<file path="src/vdb_pkg.sv">
// vdb_pkg: shared constants, codes and control structs for the vectorscope binning block
// no dependencies; used by every other file of the block

package vdb_pkg;

	localparam int GRID_BITS_DEF  = 8;
	localparam int COUNT_BITS_DEF = 24;

	// port field widths
	localparam int KIND_W  = 2;
	localparam int BYTE_W  = 8;
	localparam int BIN_W   = 8;
	localparam int CNT_W   = 24;

	// item kinds
	localparam logic [KIND_W-1:0] KIND_CLEAR = 2'd0;
	localparam logic [KIND_W-1:0] KIND_PIXEL = 2'd1;
	localparam logic [KIND_W-1:0] KIND_READ  = 2'd2;

	// chroma sums in signed q.16, one unit of headroom above the full scale
	localparam int SUM_W   = 19;
	localparam int Q_SHIFT = 17;
	localparam logic signed [SUM_W-1:0] Q_ONE = 19'sd65536;

	// folded matrix, rotation and scale on the raw bytes
	localparam logic signed [SUM_W-1:0] CU_R = 19'sd172;
	localparam logic signed [SUM_W-1:0] CU_G = -19'sd250;
	localparam logic signed [SUM_W-1:0] CU_B = 19'sd78;
	localparam logic signed [SUM_W-1:0] CV_R = 19'sd209;
	localparam logic signed [SUM_W-1:0] CV_G = -19'sd34;
	localparam logic signed [SUM_W-1:0] CV_B = -19'sd175;

	function automatic logic signed [SUM_W-1:0] sx_byte(input logic [BYTE_W-1:0] b);
		return $signed({{(SUM_W-BYTE_W){1'b0}}, b});
	endfunction

	typedef struct packed {
		logic load;
		logic sum;
		logic bin;
		logic rd;
		logic commit;
		logic clr_step;
	} cmd_t;

	typedef struct packed {
		logic              clr_last;
		logic              out_free;
	} sts_t;

endpackage

</file>
<file path="src/vdb_ctrl.sv">
// vdb_ctrl: sequencer for clearing sweep, pixel update, bin read and result commit
// depends on vdb_pkg; drives vdb_datapath through cmd_t

module vdb_ctrl (
	input  logic                        clk,
	input  logic                        arst_n,
	input  logic                        in_valid,
	input  logic [vdb_pkg::KIND_W-1:0]  in_kind,
	output logic                        in_ready,
	input  vdb_pkg::sts_t               sts,
	output vdb_pkg::cmd_t               cmd
);

	typedef enum logic [2:0] {
		S_INIT,
		S_IDLE,
		S_SWEEP,
		S_SUM,
		S_BIN,
		S_RD,
		S_UPD
	} state_t;

	state_t state_q, state_nx;

	always_comb begin
		state_nx = state_q;
		cmd      = '0;
		in_ready = 1'b0;
		unique case (state_q)
			S_INIT: begin
				cmd.clr_step = 1'b1;
				if (sts.clr_last) begin
					state_nx = S_IDLE;
				end
			end
			S_IDLE: begin
				in_ready = 1'b1;
				if (in_valid) begin
					cmd.load = 1'b1;
					unique case (in_kind)
						vdb_pkg::KIND_CLEAR: state_nx = S_SWEEP;
						vdb_pkg::KIND_PIXEL: state_nx = S_SUM;
						vdb_pkg::KIND_READ:  state_nx = S_BIN;
						default:             state_nx = S_UPD;
					endcase
				end
			end
			S_SWEEP: begin
				cmd.clr_step = 1'b1;
				if (sts.clr_last) begin
					state_nx = S_UPD;
				end
			end
			S_SUM: begin
				cmd.sum  = 1'b1;
				state_nx = S_BIN;
			end
			S_BIN: begin
				cmd.bin  = 1'b1;
				state_nx = S_RD;
			end
			S_RD: begin
				cmd.rd   = 1'b1;
				state_nx = S_UPD;
			end
			S_UPD: begin
				if (sts.out_free) begin
					cmd.commit = 1'b1;
					state_nx   = S_IDLE;
				end
			end
			default: begin
				state_nx = S_IDLE;
			end
		endcase
	end

	always_ff @(posedge clk or negedge arst_n) begin
		if (!arst_n) begin
			state_q <= S_INIT;
		end else begin
			state_q <= state_nx;
		end
	end

`ifndef SYNTHESIS
	a_commit_needs_room: assert property (@(posedge clk) disable iff (!arst_n)
		cmd.commit |-> sts.out_free)
		else $error("result committed over a pending word");
	a_one_item_at_a_time: assert property (@(posedge clk) disable iff (!arst_n)
		(in_valid && in_ready) |=> !in_ready)
		else $error("second item taken while busy");
	a_sweep_ends_in_commit: assert property (@(posedge clk) disable iff (!arst_n)
		(state_q == S_SWEEP && sts.clr_last) |=> (state_q == S_UPD))
		else $error("clear sweep did not finish into commit");
	a_read_before_commit: assert property (@(posedge clk) disable iff (!arst_n)
		cmd.rd |=> (state_q == S_UPD))
		else $error("memory read not followed by update");
`endif

endmodule

</file>
<file path="config.mk">
export PLATFORM = sky130hd
export DESIGN_NAME = vdb_ctrl
export DESIGN_NICKNAME = d
export VERILOG_FILES = /design/src/vdb_pkg.sv /design/src/vdb_ctrl.sv
export SDC_FILE = /design/constraint.sdc
export NUM_CORES = 1
export LEC_CHECK = 0
export ABC_AREA = 1
export BUFFER_PORTS_ARGS = -buffer_cell sky130_fd_sc_hd__clkbuf_2
export CAP_MARGIN = 25
export CORE_AREA = 8 8 45 47
export CTS_BUF_LIST = sky130_fd_sc_hd__clkbuf_8
export DETAILED_ROUTE_END_ITERATION = 6
export DIE_AREA = 0 0 53 55
export PLACE_DENSITY = 0.52
export SLEW_MARGIN = 20
export SYNTH_ARGS = -nofsm -noshare
export SYNTH_HDL_FRONTEND = slang
export SYNTH_SLANG_ARGS = --single-unit
</file>
<file path="constraint.sdc">
create_clock -name clk -period 1.4 [get_ports clk]
set_input_delay 0.14 -clock clk [delete_from_list [all_inputs] [get_ports clk]]
set_output_delay 0.14 -clock clk [all_outputs]
set_load 0.1 [all_outputs]
</file>
==> results.md <==
- Routability-driven placement finished with a final weighted congestion of 0.819.
- The register ranked first by flip-flop count is state_q.
- The core box area is 1380 sq um.
- The actual transition at the worst max-transition pin is 0.195 ns.
- The slowest stage of the critical path is the sky130_fd_sc_hd__dfrtp_1 cell.
- Across all layers, the routed design uses 359 vias.
- The layout cell share with drive strength beyond 1 is between 50% and 60%.
- The overall routed net length is 808 um.
- The vertical extent of the die is ~55 um.
- For this run, the leading register cell type out of synthesis is sky130_fd_sc_hd__dfrtp_1.
- The sum of net half-perimeters after detailed placement is 668 um.
- Clock tree synthesis found a total of 3 sinks.
- The layout overhead on the synthesized area is 99.6%.
- The maximum fanout along the worst path is 6.
- Based on the critical path, the design can be clocked at up to about 750 MHz.
- The number of endpoints failing setup at the final stage is 0.
- Summing the areas of all compound-gate instances in the mapped netlist gives 4.27% of the synthesized area.
- The number of nets with antenna violations after routing is 0.
- The run finished with clean final reports.
- In the routed layout, each cell is associated on average with a via count of about 4.3.
- The final cycle utilization of the critical path is 95.8%.
- Adding up every negative setup slack in the final design gives 0 ns.
- The TritonCTS buffer count is 3.
- The share of the yosys chip area belonging to registers is 25.6%.
- The worst hold path belongs to the class in2reg.
- The maximum number of pins on one net before global-route repair is 9.
- The total number of yosys warnings is 0.
- The setup path with the least slack is of type reg2out.
- Dividing the detail-routed wire length by the instance count gives 9.62 um.
- The number of antenna violations at the first check in global routing was 0.
- The worst pin sits at a relative slew slack of 87.0%.
- From left edge to right edge, the die measures 53 um.
- The final-report max-slew violation count came to 0.
- The worst setup path is captured at a primary output.
- The worst slack on hold paths is 0.220 ns.
- Yosys mapped a number of flops with a built-in enable equal to 0.
- The signal on the critical path passes through inv_2 -> nand3_1 -> inv_2 -> buf_12.
- The number of endpoints with negative hold slack in the final report is 0.
- The global-route usage over all layers is under 10%.
- The largest registers in the layout are state_q: 3 flops.
- In the synthesized netlist, the number of instances is 49.
- The post-synth design cell area is 293 sq um.
- In this run the biggest area consumer among cell types represents 25.6% of the synthesized area.
- The share of synthesized flip-flops with an asynchronous set or reset is 100%.
- The effective utilization at floorplan is 21.2%.
- By area the synthesized netlist is led by sky130_fd_sc_hd__dfrtp_1, sky130_fd_sc_hd__nand2_1, sky130_fd_sc_hd__nand3_1.
- The clock passes through at most 2 buffers.
- Timing analysis after detailed placement gives a worst setup slack of 0.151 ns.
- After floorplanning, the core was divided into 14 placement rows.
- The violation count after the first detailed-routing iteration is 7.
- The fraction of synthesized area in multiplexers is 0%.
- Clock latency on the worst-skew pair, taken at its later pin, is 0.21 ns.
- The final period demand of the worst path is between 1 and 1.5 ns.
- The synthesized area per cell is 5.98 sq um.
- In this run the critical register-to-register path is launched from state_q[1].
- After detailed routing, the number of remaining DRC violations is 0.
- For this design the top-level I/O count stands at 14.
- The number of global-route vias before repair is 351.
- The commonest cells after synthesis are sky130_fd_sc_hd__nand2_1, sky130_fd_sc_hd__nor2_1, sky130_fd_sc_hd__inv_1, sky130_fd_sc_hd__nand3_1, sky130_fd_sc_hd__inv_2.
- The fraction of synthesized cell area in xor and xnor cells is 0%.
- The critical path arrival is 1.20 ns.
- At the worst endpoint, the required time is 1.26 ns.
- sky130_fd_sc_hd__nand2_1 is the most common cell in the netlist.
- The launch point of the worst path is state_q[1].
- The kind of cell adding the most delay to the critical path is buffers and inverters.
- The synthesized netlist contains 13 unique library cells.
- The flip-flop and latch count after synthesis is 3.
- Setup repair after global routing could not meet its margin everywhere.
- The total of buffers placed on input and output ports is 13.
- The finished layout holds 84 standard cells, fillers aside.
- Clock skew on the completed layout was measured at 0.000891 ns.
- The net total in the final layout is 76.
- The number of levels the H-tree was split into is 1.
- 0 antenna diodes ended up in the layout.
- After layout, the worst setup slack is between 0.05 and 0.06 ns.
- The combinational family with the most area after synthesis is simple AND/OR/NAND/NOR gates.
- The clock tree from TritonCTS is done.
- The first global-routing pass estimated between 1000 and 1500 um of wire.
- The critical path's most frequent cell is sky130_fd_sc_hd__inv_2.
- Of all cell types, the one taking the most synthesized area is sky130_fd_sc_hd__dfrtp_1.
- Across the run, the number of max-cap violations was 0.
- The number of optimization iterations in the first detailed-route pass is 4.
- The die covers just under 3000 sq um.
- After global routing the overflow that remains totals 0.
- Summing the areas of all and, or, nand and nor instances in the mapped netlist gives 53.4% of the synthesized area.
- The worst setup path is launched from a flop.
- The net count after synthesis is between 50 and 60.
- The adder-cell share of the synthesized area is 0%.
- The number of buffers and inverters on the critical path is 3.
- CTS placed an instance of sky130_fd_sc_hd__clkbuf_8 at the clock tree root.
- The number of flip-flops under the largest register name is 3.
- The startpoint identified for the worst hold timing path is sts[0].
- The total placed cells including tap cells is between 70 and 80.
- Clock-pin slew was measured on the worst setup and hold paths at 0.03 ns.
- The largest single stage delay on the critical path is 0.41 ns.
==> per-layer routing <==
metal	vias up	GRT usage [%]	part of all wire, %
met5	-	0	0
met4	0	3.88	0
met3	0	2.67	8.5
met2	10	10.9	52
met1	158	5.34	39
li1	191	-	-
==> final timing paths <==
| kind | end | slack [ns] | cells after the start |
|---|---|---|---|
| max in group asynchronous | state_q[2] | 1.02 | 2 |
| min in group asynchronous | state_q[0] | 0.26 | 2 |
| worst max-delay path | cmd[2] | 0.06 | 4 |
| worst min register to register | state_q[2] | 0.74 | 4 |
| worst min-delay path | state_q[2] | 0.22 | 4 |
| worst max register to register | state_q[0] | 0.20 | 8 |
==> cell families (layout without fill, tap and decap cells) <==
| kind of cell | count (synthesis) | count (layout) |
|---|---|---|
| compound gates | 2 | 2 |
| buf+inv | 11 | 30 |
| flops | 3 | 3 |
| simple gates | 33 | 33 |
==> cell usage in the layout, fill, tap and decap left out, types with 3 or more instances in the layout <==
master	netlist	routed
sky130_fd_sc_hd__nor2_4	1	5
sky130_fd_sc_hd__clkbuf_2	0	6
sky130_fd_sc_hd__nand2_1	12	12
sky130_fd_sc_hd__inv_2	4	6
sky130_fd_sc_hd__buf_12	0	7
sky130_fd_sc_hd__nor2_1	7	3
sky130_fd_sc_hd__nand2_2	3	3
sky130_fd_sc_hd__inv_1	6	5
sky130_fd_sc_hd__nand3_1	6	4
sky130_fd_sc_hd__clkbuf_8	0	3
==> final cells by class <==
class | count | area (sq um)
clock inverter | 1 | 3.75
tap | 16 | 20.0
fill | 143 | 800
inverter | 10 | 37.5
clock buffer | 3 | 41.3
sequential | 3 | 77.6
timing repair buffer | 16 | 195
multi-input combinational | 35 | 209
==> tightest hold or removal path, cell delays in order <==
cell and delay [ns]:
sky130_fd_sc_hd__clkbuf_2 0.11, sky130_fd_sc_hd__nor2_4 0.05, sky130_fd_sc_hd__inv_1 0.04, sky130_fd_sc_hd__nand2_1 0.05
==> metrics by stage <==
stage                     area [sq um]  utilization, %
after global routing               584            42.2
after detailed placement           502            36.3
after floorplan                    323               -
after global placement             502            36.3
after CTS                          564            40.8
final                              584            42.2
==> timing repair <==
item / CTS / global route
buffers inserted: 0 / 2
hold buffers: 1 / 0
endpoints found under the hold margin: 3 / 0
setup endpoints to repair: 3 / 3
gates resized for setup: 3 / 3
gates cloned: 0 / 0
Power is left out: the tool's default activity adds up to more than one toggle a clock period on the data nets, which glitch-free logic cannot reach.
